<file path="src/design/hruv_pkg.sv">
// Package for the root URL validator: payload structs, phase and segment codes,
// character class helpers. No dependencies.
package hruv_pkg;

  localparam int unsigned UrlCapacity = 256;
  localparam int unsigned HostLimit   = 128;
  localparam int unsigned LabelLimit  = 63;
  localparam int unsigned PathLimit   = 96;
  localparam int unsigned PortMax     = 65535;

  typedef struct packed {
    logic [7:0] char_code;
    logic       last_byte;
  } in_item_t;

  typedef struct packed {
    logic        url_ok;
    logic        is_https;
    logic [15:0] port_number;
    logic [6:0]  host_length;
    logic [6:0]  path_length;
  } out_item_t;

  // classified byte handed from the front end to the parser
  typedef struct packed {
    logic [7:0] char_code;
    logic       last_byte;
    logic       is_digit;
    logic       is_alnum;
    logic       is_hex;
    logic [3:0] hex_val;
  } cls_item_t;

  typedef enum logic [1:0] {
    PH_SCHEME = 2'd0,
    PH_HOST   = 2'd1,
    PH_PORT   = 2'd2,
    PH_PATH   = 2'd3
  } phase_e;

  typedef enum logic [1:0] {
    SEG_EMPTY = 2'd0,
    SEG_DOT1  = 2'd1,
    SEG_DOT2  = 2'd2,
    SEG_OTHER = 2'd3
  } seg_e;

  function automatic logic is_digit_f(logic [7:0] c);
    return (c >= 8'h30) && (c <= 8'h39);
  endfunction

  function automatic logic is_alpha_f(logic [7:0] c);
    return ((c >= 8'h61) && (c <= 8'h7a)) || ((c >= 8'h41) && (c <= 8'h5a));
  endfunction

  function automatic logic [4:0] hex_f(logic [7:0] c);
    logic [4:0] v;
    v = 5'd16;
    if ((c >= 8'h30) && (c <= 8'h39)) v = 5'(c - 8'h30);
    else if ((c >= 8'h61) && (c <= 8'h66)) v = 5'(c - 8'h57);
    else if ((c >= 8'h41) && (c <= 8'h46)) v = 5'(c - 8'h37);
    return v;
  endfunction

endpackage

</file>
<file path="src/design/hruv_front.sv">
// Front end: accepts bytes, classifies them, holds them in a 2-entry queue.
// Depends on hruv_pkg.
module hruv_front (
  input  logic              clk_i,
  input  logic              rst_ni,
  input  logic              in_valid_i,
  output logic              in_stall_o,
  input  hruv_pkg::in_item_t in_data_i,
  output logic              q_valid_o,
  input  logic              q_pop_i,
  output hruv_pkg::cls_item_t q_data_o
);
  hruv_pkg::cls_item_t mem_q [2];
  logic       rd_q, wr_q;
  logic [1:0] cnt_q;
  hruv_pkg::cls_item_t cls;
  logic [4:0] hx;
  logic push, pop;

  always_comb begin
    hx            = hruv_pkg::hex_f(in_data_i.char_code);
    cls.char_code = in_data_i.char_code;
    cls.last_byte = in_data_i.last_byte;
    cls.is_digit  = hruv_pkg::is_digit_f(in_data_i.char_code);
    cls.is_alnum  = cls.is_digit || hruv_pkg::is_alpha_f(in_data_i.char_code);
    cls.is_hex    = !hx[4];
    cls.hex_val   = hx[3:0];
  end

  assign in_stall_o = (cnt_q == 2'd2);
  assign push = in_valid_i && !in_stall_o;
  assign q_valid_o = (cnt_q != 2'd0);
  assign pop = q_pop_i && q_valid_o;
  assign q_data_o = mem_q[rd_q];

  always_ff @(posedge clk_i) begin
    if (push) mem_q[wr_q] <= cls;
  end

  always_ff @(posedge clk_i or negedge rst_ni) begin
    if (!rst_ni) begin
      rd_q <= 1'b0; wr_q <= 1'b0; cnt_q <= 2'd0;
    end else begin
      if (push) wr_q <= !wr_q;
      if (pop) rd_q <= !rd_q;
      cnt_q <= 2'(cnt_q + {1'b0, push} - {1'b0, pop});
    end
  end

  assert property (@(posedge clk_i) disable iff (!rst_ni) cnt_q <= 2'd2)
    else $error("queue count overflow");
  assert property (@(posedge clk_i) disable iff (!rst_ni)
    (cnt_q == 2'd0) |-> !pop) else $error("pop from empty queue");
  assert property (@(posedge clk_i) disable iff (!rst_ni)
    (push && !pop) |=> (cnt_q == $past(cnt_q) + 2'd1)) else $error("count slip");
endmodule

</file>
<file path="src/design/hruv_back.sv">
// Back end: URL parser state machine and registered result stage.
// Depends on hruv_pkg.
module hruv_back #(
  parameter int unsigned UrlCapacity = hruv_pkg::UrlCapacity,
  parameter int unsigned HostLimit   = hruv_pkg::HostLimit,
  parameter int unsigned LabelLimit  = hruv_pkg::LabelLimit,
  parameter int unsigned PathLimit   = hruv_pkg::PathLimit
) (
  input  logic               clk_i,
  input  logic               rst_ni,
  input  logic               q_valid_i,
  output logic               q_pop_o,
  input  hruv_pkg::cls_item_t q_data_i,
  output logic               out_valid_o,
  input  logic               out_stall_i,
  output hruv_pkg::out_item_t out_data_o
);
  localparam int TW = $clog2(UrlCapacity + 1);
  localparam int HW = $clog2(HostLimit + 1);
  localparam int PW = $clog2(PathLimit + 1);
  localparam int LW = 7;

  hruv_pkg::phase_e phase_q, phase_d;
  hruv_pkg::seg_e   seg_q, seg_d;
  logic [3:0]  pos_q, pos_d;
  logic [TW-1:0] tot_q, tot_d;
  logic [HW-1:0] host_q, host_d;
  logic [LW-1:0] lab_q, lab_d;
  logic [7:0]  prev_q;
  logic [16:0] port_q, port_d;
  logic [2:0]  pdig_q, pdig_d;
  logic [PW-1:0] path_q, path_d;
  logic [1:0]  pct_q, pct_d;
  logic [3:0]  hn_q, hn_d;
  logic        https_q, https_d, fault_q, fault_d;
  logic        ov_q;
  hruv_pkg::out_item_t od_q, res;
  logic        take, fin;
  logic [7:0]  c, want, dec;
  logic [20:0] pmul;
  logic [PW-1:0] plen;
  logic        pgood;

  assign out_valid_o = ov_q;
  assign out_data_o  = od_q;
  assign q_pop_o     = q_valid_i && !(ov_q && out_stall_i);
  assign take        = q_pop_o;
  assign c           = q_data_i.char_code;

  always_comb begin
    unique case (pos_q)
      4'd0: want = 8'h68; 4'd1: want = 8'h74; 4'd2: want = 8'h74; 4'd3: want = 8'h70;
      4'd5: want = https_q ? 8'h3a : 8'h2f;
      4'd6: want = 8'h2f;
      4'd7: want = 8'h2f;
      default: want = 8'h00;
    endcase
  end

  always_comb begin
    phase_d = phase_q; seg_d = seg_q; pos_d = pos_q; host_d = host_q; lab_d = lab_q;
    port_d = port_q; pdig_d = pdig_q; path_d = path_q; pct_d = pct_q; hn_d = hn_q;
    https_d = https_q; fault_d = fault_q;
    pmul = 21'(port_q) * 21'd10 + 21'(c - 8'h30);
    dec = {hn_q, q_data_i.hex_val};
    tot_d = (tot_q < TW'(UrlCapacity)) ? TW'(tot_q + 1'b1) : tot_q;
    if (tot_d >= TW'(UrlCapacity)) fault_d = 1'b1;
    pgood = (pdig_q >= 3'd1) && (pdig_q <= 3'd5) && (port_q >= 17'd1) &&
            (port_q <= 17'(hruv_pkg::PortMax));
    if (!fault_d) begin
      unique case (phase_q)
        hruv_pkg::PH_SCHEME: begin
          if (pos_q == 4'd4 && !(c == 8'h73 || c == 8'h3a)) fault_d = 1'b1;
          else if (pos_q != 4'd4 && c != want) fault_d = 1'b1;
          else begin
            if (pos_q == 4'd4) https_d = (c == 8'h73);
            pos_d = pos_q + 4'd1;
            if (pos_d >= (https_d ? 4'd8 : 4'd7)) phase_d = hruv_pkg::PH_HOST;
          end
        end
        hruv_pkg::PH_HOST: begin
          if (c == 8'h3a) begin
            if (host_q == '0 || lab_q == '0 || prev_q == 8'h2d) fault_d = 1'b1;
            else phase_d = hruv_pkg::PH_PORT;
          end else begin
            if (host_q < HW'(HostLimit)) host_d = HW'(host_q + 1'b1);
            if (host_d >= HW'(HostLimit)) fault_d = 1'b1;
            else if (c == 8'h2e) begin
              if (lab_q == '0 || prev_q == 8'h2d) fault_d = 1'b1;
              lab_d = '0;
            end else if (q_data_i.is_alnum || c == 8'h2d) begin
              if (lab_q == '0 && c == 8'h2d) fault_d = 1'b1;
              else begin
                if (lab_q <= LW'(LabelLimit)) lab_d = LW'(lab_q + 1'b1);
                if (lab_d > LW'(LabelLimit)) fault_d = 1'b1;
              end
            end else fault_d = 1'b1;
          end
        end
        hruv_pkg::PH_PORT: begin
          if (c == 8'h2f) begin
            if (!pgood) fault_d = 1'b1;
            else begin
              phase_d = hruv_pkg::PH_PATH; path_d = PW'(1); seg_d = hruv_pkg::SEG_EMPTY;
            end
          end else if (!q_data_i.is_digit) fault_d = 1'b1;
          else begin
            if (pdig_q < 3'd6) pdig_d = pdig_q + 3'd1;
            if (pdig_d > 3'd5) fault_d = 1'b1;
            else if (pmul > 21'(hruv_pkg::PortMax)) begin
              port_d = 17'(hruv_pkg::PortMax + 1); fault_d = 1'b1;
            end else port_d = pmul[16:0];
          end
        end
        hruv_pkg::PH_PATH: begin
          if (path_q < PW'(PathLimit)) path_d = PW'(path_q + 1'b1);
          if (path_d >= PW'(PathLimit)) fault_d = 1'b1;
          else if (pct_q != 2'd0) begin
            if (!q_data_i.is_hex) fault_d = 1'b1;
            else if (pct_q == 2'd1) begin
              hn_d = q_data_i.hex_val; pct_d = 2'd2;
            end else begin
              if (dec == 8'h2e || dec == 8'h2f || dec == 8'h5c || dec == 8'h00)
                fault_d = 1'b1;
              pct_d = 2'd0;
            end
          end else if (c == 8'h2f) begin
            if (seg_q != hruv_pkg::SEG_OTHER) fault_d = 1'b1;
            seg_d = hruv_pkg::SEG_EMPTY;
          end else if (c == 8'h2e) begin
            unique case (seg_q)
              hruv_pkg::SEG_EMPTY: seg_d = hruv_pkg::SEG_DOT1;
              hruv_pkg::SEG_DOT1:  seg_d = hruv_pkg::SEG_DOT2;
              default:             seg_d = hruv_pkg::SEG_OTHER;
            endcase
          end else if (c == 8'h25) begin
            seg_d = hruv_pkg::SEG_OTHER; pct_d = 2'd1;
          end else if (q_data_i.is_alnum || c == 8'h2d || c == 8'h5f || c == 8'h7e) begin
            seg_d = hruv_pkg::SEG_OTHER;
          end else fault_d = 1'b1;
        end
        default: fault_d = 1'b1;
      endcase
    end
    // end-of-URL checks
    fin = fault_d;
    plen = '0;
    if (!fault_d) begin
      unique case (phase_d)
        hruv_pkg::PH_PORT: fin = !((pdig_d >= 3'd1) && (pdig_d <= 3'd5) &&
                                   (port_d >= 17'd1) && (port_d <= 17'(hruv_pkg::PortMax)));
        hruv_pkg::PH_PATH: begin
          fin = (pct_d != 2'd0) || seg_d == hruv_pkg::SEG_DOT1 || seg_d == hruv_pkg::SEG_DOT2;
          plen = (path_d != '0 && c == 8'h2f) ? PW'(path_d - 1'b1) : path_d;
        end
        default: fin = 1'b1;
      endcase
    end
    res.url_ok      = !fin;
    res.is_https    = !fin && https_d;
    res.port_number = fin ? 16'd0 : port_d[15:0];
    res.host_length = fin ? 7'd0 : 7'(host_d);
    res.path_length = fin ? 7'd0 : 7'(plen);
  end

  always_ff @(posedge clk_i) begin
    if (take && q_data_i.last_byte) od_q <= res;
  end

  always_ff @(posedge clk_i or negedge rst_ni) begin
    if (!rst_ni) begin
      ov_q <= 1'b0;
    end else begin
      if (take && q_data_i.last_byte) ov_q <= 1'b1;
      else if (!out_stall_i) ov_q <= 1'b0;
    end
  end

  always_ff @(posedge clk_i or negedge rst_ni) begin
    if (!rst_ni) begin
      phase_q <= hruv_pkg::PH_SCHEME; seg_q <= hruv_pkg::SEG_EMPTY; pos_q <= '0;
      tot_q <= '0; host_q <= '0; lab_q <= '0; prev_q <= '0; port_q <= '0; pdig_q <= '0;
      path_q <= '0; pct_q <= '0; hn_q <= '0; https_q <= 1'b0; fault_q <= 1'b0;
    end else if (take) begin
      if (q_data_i.last_byte) begin
        phase_q <= hruv_pkg::PH_SCHEME; seg_q <= hruv_pkg::SEG_EMPTY; pos_q <= '0;
        tot_q <= '0; host_q <= '0; lab_q <= '0; prev_q <= '0; port_q <= '0; pdig_q <= '0;
        path_q <= '0; pct_q <= '0; hn_q <= '0; https_q <= 1'b0; fault_q <= 1'b0;
      end else begin
        phase_q <= phase_d; seg_q <= seg_d; pos_q <= pos_d; tot_q <= tot_d;
        host_q <= host_d; lab_q <= lab_d; prev_q <= c; port_q <= port_d;
        pdig_q <= pdig_d; path_q <= path_d; pct_q <= pct_d; hn_q <= hn_d;
        https_q <= https_d; fault_q <= fault_d;
      end
    end
  end

  assert property (@(posedge clk_i) disable iff (!rst_ni)
    (ov_q && out_stall_i) |=> ov_q && $stable(od_q)) else $error("result lost");
  assert property (@(posedge clk_i) disable iff (!rst_ni)
    (out_valid_o && !out_data_o.url_ok) |-> (out_data_o.port_number == 16'd0))
    else $error("invalid result carries port");
  assert property (@(posedge clk_i) disable iff (!rst_ni)
    (phase_q != hruv_pkg::PH_SCHEME) |-> (pos_q >= 4'd7)) else $error("phase skip");
endmodule

</file>
<file path="src/design/http_root_url_validator_top.sv">
// Root URL validator: one byte per transfer, one result per URL on the final byte.
// Takes a byte each clock unless stalled; the verdict leaves a registered result
// stage in the cycle after the parser takes the final byte. A 2-entry classified
// byte queue separates intake from the parser so each side stalls on its own.
// Depends on hruv_pkg, hruv_front, hruv_back.
module http_root_url_validator_top #(
  parameter int unsigned UrlCapacity = hruv_pkg::UrlCapacity,
  parameter int unsigned HostLimit   = hruv_pkg::HostLimit,
  parameter int unsigned LabelLimit  = hruv_pkg::LabelLimit,
  parameter int unsigned PathLimit   = hruv_pkg::PathLimit
) (
  input  logic                clk_i,
  input  logic                rst_ni,
  input  logic                in_valid_i,
  output logic                in_stall_o,
  input  hruv_pkg::in_item_t  in_data_i,
  output logic                out_valid_o,
  input  logic                out_stall_i,
  output hruv_pkg::out_item_t out_data_o
);
  logic q_valid, q_pop;
  hruv_pkg::cls_item_t q_data;

  hruv_front u_front (
    .clk_i, .rst_ni, .in_valid_i, .in_stall_o, .in_data_i,
    .q_valid_o(q_valid), .q_pop_i(q_pop), .q_data_o(q_data)
  );

  hruv_back #(
    .UrlCapacity(UrlCapacity), .HostLimit(HostLimit),
    .LabelLimit(LabelLimit), .PathLimit(PathLimit)
  ) u_back (
    .clk_i, .rst_ni, .q_valid_i(q_valid), .q_pop_o(q_pop), .q_data_i(q_data),
    .out_valid_o, .out_stall_i, .out_data_o
  );
endmodule
</file>
<file path="config.mk">
export PLATFORM = sky130hd
export DESIGN_NAME = http_root_url_validator_top
export DESIGN_NICKNAME = d
export VERILOG_FILES = /design/src/design/hruv_pkg.sv /design/src/design/hruv_front.sv /design/src/design/hruv_back.sv /design/src/design/http_root_url_validator_top.sv
export SDC_FILE = /design/constraint.sdc
export NUM_CORES = 1
export LEC_CHECK = 0
export BUFFER_PORTS_ARGS = -buffer_cell sky130_fd_sc_hd__buf_2
export CAP_MARGIN = 40
export CORE_ASPECT_RATIO = 1.2
export CORE_MARGIN = 5
export CORE_UTILIZATION = 40
export CTS_BUF_LIST = sky130_fd_sc_hd__clkbuf_16
export CTS_CLUSTER_DIAMETER = 120
export DETAILED_ROUTE_END_ITERATION = 8
export PLACE_DENSITY = 0.67
export SYNTH_ARGS = -nofsm -noshare
export SYNTH_HDL_FRONTEND = slang
export SYNTH_SLANG_ARGS = --single-unit
</file>
<file path="constraint.sdc">
create_clock -name clk_i -period 6.9 [get_ports clk_i]
set_clock_uncertainty 0.15 [all_clocks]
set_input_delay 0.345 -clock clk_i [delete_from_list [all_inputs] [get_ports clk_i]]
set_output_delay 0.345 -clock clk_i [all_outputs]
set_load 0.01 [all_outputs]
</file>
# == Word-level counts from Yosys, hierarchy flattened ==
# Memories as Yosys holds them, arrays and structs flattened.
# Cells that the tools add are included.
# word_totals
reg_bits,112
ram_bits,32
inputBits,13
output_inout_bits,34
wordCells,324
n_memories,1
# classes
n_addsub,14
multipliers,1
order_cmp,28
n_eq_ne,40
mux,148
n_bitwise,1
reduce_logical,67
# mem_list
memory,depth,word_bits,read_ports,rd_clocked_by_memory_dff,write_ports,line_no,source
u_front.mem_q,2,16,1,0,1,hruv_front.sv:13,hruv_pkg::cls_item_t mem_q [2];
# op_table
cell,count
$mux W7,24
$mux W17,7
$mux W8,9
$eq A8 B6 Y1 const B,8
$mux W2,29
$mux W4,13
$mux W1,43
$pmux W8 S5,1
$ge A17 B1 Y1 const B,2
$le A17 B16 Y1 const B,2
$eq A8 B7 Y1 const B,4
$le A8 B7 Y1 const B,4
$mux W3,10
$add A21 B21 Y21,1
$gt A21 B16 Y1 const B,1
$logic_and A1 B1 Y1,21
$mul A17 B3 Y20 const B,1
$mux W5,4
$mux W9,2
$reduce_bool A2 Y1,9
$eq A4 B3 Y1 const B,4
$ge A8 B7 Y1 const B,2
$logic_not A8 Y1,2
$sub A5 B5 Y5 const B,3
other kinds (51),93

# == Longest topological paths before layout ==
# Gate-level depths: netlist of run 1.
# logic_depth
word_depth,22
ltp_mapped,23
ltp_nobuf,22

# == By module ==
# From an unflattened synthesis of run 1, not the netlist that was laid out.
# unflattened
cells_unflattened,1108
area_unflattened_um2,10201.0
# modules_own_cells
mod,n_inst,cells_per_inst,area_per_inst_um2,seq_area_each_um2
hruv_back,1,1006,8598.2,2862.7
hruv_front,1,102,1602.8,1061.0

# == Worst setup path after synthesis of run 1 ==
# No wires, ideal clock.
# synth_timing
kind,register to register
startpoint,register u_front.rd_q
endpoint,"register u_back.od_q (netlist bit u_back.out_data_o[25]), data pin"
setup_ns,0.157
arrival_time_ns,5.313
required_ns,6.593
setup_slack_ns,1.279
stages_incl_launch_ff,19
path_buffers,4
period_less_slack_ns,5.621
path_cell_list,dfrtp_1 buf_2 buf_2 buf_2 mux2i_1 inv_1 ha_1 nor3_1 ha_1 a21o_1 a41oi_1 mux2i_1 a31oi_1 xnor3_1 nand4_1 nor2_1 clkbuf_1 a22oi_1 nor3_1
# synth_via
elab_chain_cells,18
elab_cells_between_ends,108
cone_classes,add/sub (2); order compare (6); eq/ne (16); mux (64); reduce/logical (19); memory (1)
# synth_lines
item,line_no,source
"start, declared",hruv_front.sv:14,"logic rd_q, wr_q;"
"start signal, assigned",hruv_front.sv:45,if (pop) rd_q <= !rd_q;
$mem_v2 Z2 W16 *,n/a,
branches (longest 17 deep; another with $add A21 B21 Y21),n/a,
"end signal, assigned",hruv_back.sv:167,if (take && q_data_i.last_byte) od_q <= res;
"end, declared",hruv_back.sv:37,"hruv_pkg::out_item_t od_q, res;"
# Every way passes the cells marked *. The select of a mux whose other input is x is not followed.
# A chain may end at the register's enable or synchronous reset.

# == Worst setup path in the final report of run 1 ==
# Ends and elaborated chain as after synthesis.

==> results_dict.tcl, run 1 <==
set metrics [dict create \
    cts_root_buf "clkbuf_16" \
    drc 0 \
    grt-ovfl-total 0 \
    wl_per_cell_um 16.9 \
    multi_input_area_sq_um 5490 \
    fin_crit_sh 0.858 \
    firstDrtPassIters 5 \
    p_per_area_nw_per_um2 304 \
    hp-start "out_stall_i" \
    layout-drive-gt1-share 0.116 \
    finalSetupTns_ns 0 \
    r2r_slack_ns 0.98 \
    pwr-share-seq 0.356 \
    htree_num_levels 4 \
    die-area_sq_um 27400 \
    cts_tree "yes" \
    area_delta_synth_final_pct 13.4 \
    clock-sinks 144 \
    ctsHoldBuffers 2 \
    critPathLaunch "u_front.rd_q" \
    rsz0062_at_grt "no" \
    arrival_ns 6.01 \
    swShare 0.371 \
    worstSetupStartpointType "flip-flop" \
    setup_viol_count_final 0 \
    synth_area_sq_um 9680 \
    grt_first_pass_wirelength_um 39100 \
    synth-edff-count 64 \
    vdd_drop_max_mv 0.152 \
    worstPathBufferInverterCount 2 \
    crit_family "compound AO/OA/AOI/OAI gates" \
    period_needed_ns 5.92 \
    ios 47 \
    p_comb_frac 0.348 \
    die_w_um 152 \
    cts_setup_buffers 0 \
    p_leak_nw 4.69 \
    reg2reg_to "u_back.out_data_o[25]" \
    fillers 2275 \
    fin_util 0.459 \
    syn_inst 1009 \
    portBuffers 46 \
    cp.required_ns 6.99 \
    yosysUniqueCellTypes 74 \
    async_flop_share 0.556 \
    num_rows 62 \
    fmax_mhz 169 \
    core_region_area_sq_um 23900 \
    pwr-share-clk 0.295 \
    cp-end-kind "flip-flop" \
    cts_resized 0 \
    ant_nets 0 \
    slew_viol_final 0 \
    gp_congestion 0.913 \
    clkLatencyLatePin_ns 0.42 \
    internal-power_mw 2.10 \
    syn-mean-instance-area_sq_um 9.59 \
    num_vias 8007 \
    cap_violations 0 \
    grt_max_degree 47 \
    path_class "flip-flop to flip-flop" \
    ys_seq_area_frac 0.405 \
    critical_path.max_fanout 27 \
    reg2reg_from "u_front.rd_q" \
    switchingPower_mw 1.24 \
    diodes 0 \
    dp_hpwl_um 17200 \
    final_nets 1148 \
    synth_ff_type "dfrtp_1" \
    register_area_sq_um 3920 \
    reg2reg_depth 15 \
    finalHoldViolCount 0 \
    hold_class "primary input to flip-flop" \
    wl_um 23500 \
    cts_inserted_buffers 17 \
    dr.first_iter.drc_count 619 \
    grt_util_all_layers 0.170 \
    grt_pass1_vias 7630 \
    synth_warnings 0 \
    die_h_um 180 \
    clockBufferDepth 2 \
    clk_pin_slew_ns 0.06 \
    ys_seq_elements 144 \
    max_stage_delay_ns 0.94 \
    antenna_found_initial 0 \
    crit_path_end "u_back.out_data_o[25]" \
    initial_utilization 0.405 \
    crit_path_top_delay_cell "dfrtp_1" \
    synth_nets 1101 \
    timing.slew.headroom 0.393 \
    status "complete, no violations" \
    path_cells "mux2i_1 > inv_1 > ha_1 > nor3_2 > buf_4 > ha_1 > a21o_1 > a41oi_1 > mux2i_1 > a31oi_1 > xnor3_1 > nand4_1 > o21ai_0 > nand3_1 > nor3_1" \
    viasPerCell 5.76 \
    cp.depth 15 \
    hold_slack_ns 0.0178 \
    worst_pin_slew_ns 0.911 \
]
## layout make-up
cell class,count,area share
repair buffers,62,0.0356
flip-flops and latches,144,0.357
inverters,38,0.0130
clock inverters,15,0.0188
well taps,320,0.0365
multi-input cells,793,0.500
clock buffers,17,0.0388
## synthesized netlist by cell type, drive strengths merged, types with 8 or more instances
cell,instances,share of area
and3,10,0.0065
o211ai,8,0.0062
nor2b,9,0.0058
a21o,15,0.012
clkbuf,28,0.011
o21ai,71,0.037
a211oi,13,0.011
a21oi,52,0.027
o21bai,8,0.0062
edfxtp,64,0.20
nand2b,12,0.0078
nor4,11,0.0078
or3,8,0.0052
nand2,94,0.036
nor2,79,0.033
mux2,8,0.0093
nor3,35,0.018
ha,77,0.10
a22o,23,0.021
xnor2,38,0.034
a22oi,18,0.014
mux2i,18,0.019
o31ai,17,0.013
a31oi,17,0.011
dfrtp,80,0.21
nand3,27,0.014
inv,38,0.015
nand4,11,0.0078
xor2,20,0.018
## registers in the layout, indices dropped and copies added, names as in the netlist, 3 cells and up
signal and count:
u_back.prev_q 8, u_back.lab_q 7, u_back.hn_q 4, u_back.port_q 17
u_back.host_q 8, u_back.pos_q 4, u_back.out_data_o 32, u_back.pdig_q 3
u_back.path_q 7, u_front.mem_q 32, u_back.tot_q 9
## worst register-to-register path, stage by stage, from the launching register on
cell	delay, ns
dfrtp_1	0.94
mux2i_1	0.66
inv_1	0.14
ha_1	0.31
nor3_2	0.20
buf_4	0.24
ha_1	0.32
a21o_1	0.20
a41oi_1	0.50
mux2i_1	0.30
a31oi_1	0.11
xnor3_1	0.20
nand4_1	0.23
o21ai_0	0.47
nand3_1	0.42
nor3_1	0.35
## worst min path at each step
stage | to | slack, ns | cells past startpoint
global route | u_front.mem_q[0][15] | 0.006 | 1
finish | u_back.out_valid_o | 0.02 | 3
floorplan | u_back.fault_q | -0.10 | 0
global placement | u_back.tot_q[7] | 0.05 | 1
CTS | u_front.mem_q[1][15] | 0.007 | 1
detailed placement | u_back.tot_q[5] | 0.04 | 1
## layer usage
metal | track usage | wire length (um) | vias up | share of wire
met5 | 0 | 0 | - | 0
met4 | 0.0457 | 453 | 0 | 0.019
met3 | 0.0288 | 941 | 35 | 0.040
met2 | 0.290 | 11500 | 209 | 0.49
met1 | 0.224 | 10600 | 3859 | 0.45
li1 | - | - | 3904 | -
## layout by cell type, fill, tap and decap left out, types with 10 or more instances in the layout
master and n:
a211oi_1 12, a21o_1 15, a21oi_1 52, a22o_1 23
a22oi_1 18, a31oi_1 17, and3_1 10, buf_2 45
buf_4 13, clkbuf_16 17, dfrtp_1 80, edfxtp_1 64
ha_1 77, inv_1 36, mux2i_1 17, nand2_1 94
nand2b_1 12, nand3_1 27, nand4_1 10, nor2_1 69
nor3_1 34, nor4_1 10, o21ai_0 69, o31ai_1 17
xnor2_1 38, xor2_1 20
## kinds of logic after synthesis
family	after synthesis	share of synthesized area
compound gates	290	0.201
simple gates	339	0.178
mux	26	0.0283
flops	144	0.405
buf+inv	72	0.0292
xor+xnor	59	0.0548
fa+ha+maj	79	0.104
## power groups by stage
stage / combinational [mW] / clock [mW] / sequential (mW)
floorplan: 0.768 / 0 / 1.21
global placement: 1.13 / 0 / 1.20
detailed placement: 1.16 / 0 / 1.21
CTS: 1.17 / 0.996 / 1.19
global route: 1.28 / 1.05 / 1.21
finish: 1.16 / 0.987 / 1.19
## per-stage QoR
step                cell area (sq um)  setup slack, ns  instances  total power, mW
floorplan                        9680             1.28       1009             1.98
global placement                10300             1.21       1353             2.34
detailed placement              10300             1.07       1355             2.37
CTS                             11000             1.05       1389             3.35
global route                    11000            0.365       1389             3.54
finish                          11000            0.977       1389             3.34
Note: power is estimated with default switching activity, not from simulation.
==> run 2, diff against run 1 <==
- GPL_TIMING_DRIVEN: unset -> 0
- PLACE_DENSITY: 0.67 -> unset
- PLACE_DENSITY_LB_ADDON: unset -> 0.1
==> results_dict.tcl, run 2 (synthesis gave the netlist of run 1 again) <==
set metrics [dict create \
    status "complete, no violations" \
    slew_viol_final 0 \
    crit_path_top_delay_cell "nor3_1" \
    core_region_area_sq_um 23900 \
    worstHoldEndpoint "u_front.mem_q[1][12]" \
    internal-power_mw 1.99 \
    clock-sinks 144 \
    diodes 0 \
    hold_depth 1 \
    reg2reg_from "u_front.rd_q" \
    grt_first_pass_wirelength_um 41900 \
    r2r_slack_ns 0.66 \
    fin_crit_sh 0.904 \
    antenna_found_initial 1 \
    final_cell_mix "nand2_1, dfrtp_1, ha_1" \
    vdd_drop_max_mv 0.186 \
    clkLatencyLatePin_ns 0.42 \
    pwr-share-seq 0.353 \
    path_class "flip-flop to flip-flop" \
    finalHoldViolCount 0 \
    path_cells "buf_2 > buf_2 > buf_2 > mux2i_2 > inv_1 > ha_1 > nor3_2 > ha_1 > a21o_1 > a41oi_1 > mux2i_1 > a31oi_1 > xnor3_1 > nand4_1 > nor3_1 > clkbuf_1 > a22o_1" \
    p_comb_frac 0.377 \
    max_stage_delay_ns 0.72 \
    cap_violations 0 \
    clk_pin_slew_ns 0.06 \
    reg2reg_to "u_back.port_q[10]" \
    fin_util 0.462 \
    setup_viol_count_final 0 \
    swShare 0.396 \
    cp.required_ns 7.11 \
    setup_ws_ns 0.664 \
    cts_root_buf "clkbuf_16" \
    num_vias 8010 \
    gp_congestion 0.824 \
    ios 47 \
    area_delta_synth_final_pct 14.0 \
    reg2reg_depth 17 \
    die-area_sq_um 27400 \
    portBuffers 46 \
    critical_path.max_fanout 10 \
    mostFrequentLayoutCell "nand2_1" \
    grt-ovfl-total 0 \
    drc 0 \
    viasPerCell 5.65 \
    arrival_ns 6.44 \
    pwr-share-clk 0.270 \
    dp_hpwl_um 19000 \
    cp-end-kind "flip-flop" \
    grt_pass1_vias 7904 \
    wl_um 25100 \
    p_per_area_nw_per_um2 299 \
    initial_utilization 0.405 \
    num_rows 62 \
    crit_family "buffers and inverters" \
    fin_total_pwr_mw 3.30 \
    hold_slack_ns 0.0287 \
    period_needed_ns 6.24 \
    fmax_mhz 160 \
    finalSetupTns_ns 0 \
    worstSetupStartpointType "flip-flop" \
    wl_per_cell_um 17.7 \
    dr.first_iter.drc_count 481 \
    htree_num_levels 4 \
    cts_tree "yes" \
    crit_top_cell "buf_2" \
    switchingPower_mw 1.31 \
    clockBufferDepth 2 \
    hold_class "primary input to flip-flop" \
    die_w_um 152 \
    timing.slew.headroom 0.421 \
    place_ws_ns 0.295 \
    worstPathBufferInverterCount 5 \
    grt_util_all_layers 0.186 \
    fillers 2385 \
    layout-drive-gt1-share 0.114 \
    ant_nets 0 \
    hp-start "in_data_i[5]" \
    worst_pin_slew_ns 0.869 \
    cts_inserted_buffers 17 \
    final_nets 1177 \
    grt_max_degree 49 \
    firstDrtPassIters 7 \
    die_h_um 180 \
    rsz0062_at_grt "no" \
    p_leak_nw 4.69 \
]
[run 2: cell count changes in the layout (fill, tap and decap cells not counted), sizes merged]
cell,before,now
clkinvlp,1,3
dlygate4sd3,2,3
bufinv,4,0
clkinv,6,3
clkbuf,17,46
inv,42,46
[run 2: how the worst max path moves through the flow]
stage / from / cells after the start / endpoint
after CTS: u_front.rd_q / 18 / u_back.out_data_o[3]
after global routing: u_front.rd_q / 20 / u_back.out_data_o[26]
after detailed placement: u_front.rd_q / 18 / u_back.out_data_o[3]
final: u_front.rd_q / 17 / u_back.port_q[10]
after global placement: u_front.rd_q / 18 / u_back.out_data_o[26]
after floorplan: u_front.rd_q / 18 / u_back.out_data_o[25]
[run 2: cell type report]
type / count / area (sq um) / area share
plain buffers: 34 / 140 / 0.0127
well taps: 320 / 400 / 0.0363
repair buffers: 57 / 360 / 0.0327
multi-input cells: 793 / 5490 / 0.498
inverters: 38 / 143 / 0.0129
flip-flops and latches: 144 / 3920 / 0.356
clock buffers: 18 / 450 / 0.0408
clock inverters: 14 / 120 / 0.0109
[run 2: power by group through the flow]
stage / combinational (mW) / clock (mW) / sequential [mW]
final: 1.24 / 0.892 / 1.16
after global routing: 1.38 / 0.949 / 1.19
after CTS: 1.26 / 0.908 / 1.16
after detailed placement: 1.25 / 0 / 1.18
after global placement: 1.21 / 0 / 1.19
after floorplan: 0.768 / 0 / 1.21
[run 2: metal layers]
layer | vias up | track usage | wire length, um
met5 | - | 0 | 13
met2 | 165 | 0.311 | 12000
met3 | 37 | 0.0336 | 1070
met1 | 3836 | 0.244 | 11400
li1 | 3970 | - | -
met4 | 2 | 0.0590 | 518
[run 2: timing repair]
action | in CTS | in global routing
endpoints found under the hold margin | 36 | 0
buffers inserted | 0 | 2
resized for setup | 0 | 2
hold buffers | 3 | 0
endpoints found under the setup margin | 0 | 10
[run 2: through the flow]
step / cells / area [sq um]
3_3_place_gp: 1375 / 10300
3_5_place_dp: 1381 / 10400
2_1_floorplan: 1009 / 9680
4_1_cts: 1416 / 11000
5_1_grt: 1418 / 11000
6_report: 1418 / 11000
==> run 3, diff against run 2 <==
- clock period: 6.9 -> 7.9 ns (I/O delays scaled with it)
==> results_dict.tcl, run 3 (synthesis gave the netlist of run 1 again) <==
set metrics [dict create \
    setup_viol_count_final 0 \
    timing.slew.headroom 0.179 \
    pwr-share-clk 0.271 \
    layout-drive-gt1-share 0.111 \
    pwr-share-seq 0.353 \
    clkLatencyLatePin_ns 0.42 \
    antenna_found_initial 1 \
    die_w_um 152 \
    num_rows 62 \
    cp-end-kind "flip-flop" \
    gp_congestion 0.824 \
    busiest_layer "met2" \
    grt_util_all_layers 0.186 \
    mostFrequentLayoutCell "nand2_1" \
    worstSetupStartpointType "flip-flop" \
    area_delta_synth_final_pct 13.6 \
    status "complete, no violations" \
    place_ws_ns 1.29 \
    grt_pass1_vias 7910 \
    cts_resized 0 \
    path_class "flip-flop to flip-flop" \
    cts_tree "yes" \
    initial_utilization 0.405 \
    dp_hpwl_um 19000 \
    arrival_ns 6.63 \
    critical_path.max_fanout 10 \
    num_vias 7947 \
    clockBufferDepth 2 \
    switchingPower_mw 1.14 \
    diodes 0 \
    wl_um 25000 \
    p_leak_nw 4.67 \
    drc 0 \
    setup_ws_ns 1.29 \
    slew_viol_final 0 \
    firstDrtPassIters 7 \
    final_nets 1174 \
    internal-power_mw 1.74 \
    viasPerCell 5.62 \
    die-area_sq_um 27400 \
    cts_root_buf "clkbuf_16" \
    grt-ovfl-total 0 \
    die_h_um 180 \
    fin_crit_sh 0.837 \
    clk_pin_slew_ns 0.06 \
    vdd_drop_max_mv 0.161 \
    fin_total_pwr_mw 2.88 \
    gr-usage-met2 0.311 \
    fin_util 0.460 \
    finalHoldViolCount 0 \
    grt_first_pass_wirelength_um 41900 \
    dr.first_iter.drc_count 467 \
    p_comb_frac 0.376 \
    finalSetupTns_ns 0 \
    use_met1 0.244 \
    fmax_mhz 151 \
    ios 47 \
    swShare 0.395 \
    final_cell_mix "nand2_1, dfrtp_1, ha_1" \
    rsz0062_at_grt "no" \
    cts_setup_buffers 0 \
    htree_num_levels 4 \
    cp.required_ns 7.92 \
    hold_class "primary input to flip-flop" \
    core_region_area_sq_um 23900 \
    ant_nets 0 \
    period_needed_ns 6.61 \
    portBuffers 46 \
    cts_inserted_buffers 17 \
    wl_per_cell_um 17.7 \
    clock-sinks 144 \
    grt_max_degree 49 \
    use_met3 0.0336 \
    cap_violations 0 \
    p_per_area_nw_per_um2 262 \
    worst_pin_slew_ns 1.23 \
]
-- run 3: worst paths after layout --
kind	depth (start not counted)	from	slack, ns	end
setup reg to reg	18	u_front.rd_q	1.29	u_back.out_data_o[3]
max in group asynchronous	3	rst_ni	6.65	u_back.port_q[10]
min in group asynchronous	2	rst_ni	0.33	u_back.lab_q[3]
hold reg to reg	2	u_back.prev_q[1]	0.32	u_back.prev_q[1]
hold / removal	1	in_data_i[6]	0.06	u_front.mem_q[0][13]
setup / recovery	18	u_front.rd_q	1.29	u_back.out_data_o[3]
-- run 3: layout make-up --
cell class	count	area, sq um
Fill cell	2385	12900
Inverter	38	143
Sequential cell	144	3920
Timing Repair Buffer	54	335
Buffer	34	140
Multi-Input combinational cell	793	5490
Clock inverter	14	120
Tap cell	320	400
Clock buffer	18	450
-- run 3: what timing repair did --
item / CTS / global route
setup endpoints to repair: 0 / 0
hold buffers: 2 / 0
endpoints found under the hold margin: 34 / 0
-- run 3: layer usage --
| metal | wire length (um) | vias to the layer above |
|---|---|---|
| met3 | 979 | 37 |
| met5 | 13 | - |
| met2 | 11900 | 154 |
| met1 | 11500 | 3790 |
| li1 | - | 3964 |
| met4 | 599 | 2 |
-- run 3: per-stage QoR --
step	std cells	cell area (sq um)	hold WS, ns
floorplan	1009	9680	-0.0506
global placement	1375	10300	0.299
CTS	1415	11000	0.0389
global route	1415	11000	0.0481
finish	1415	11000	0.0590
detailed placement	1381	10400	0.243
-- run 3: power groups by stage --
stage	registers, mW	clock network [mW]	logic [mW]
4_1_cts	1.02	0.793	1.10
6_report	1.02	0.780	1.08
5_1_grt	1.04	0.829	1.20
3_5_place_dp	1.03	0	1.09
3_3_place_gp	1.04	0	1.06
2_1_floorplan	1.05	0	0.671
-- run 3: critical path, stage by stage, from the launching register on --
cell and delay (ns):
dfrtp_1 0.42, buf_2 0.25, buf_2 0.28, mux2i_1 0.71, ha_1 0.33, or4b_1 0.49
a222oi_1 1.05, a31oi_1 0.36, nor2_1 0.32, nor2_1 0.06, a21oi_1 0.33, inv_1 0.15
ha_1 0.22, nor3b_1 0.13, nor4b_1 0.19, nor2_1 0.29, nor4b_1 0.39, xnor2_1 0.16
nor2_1 0.06
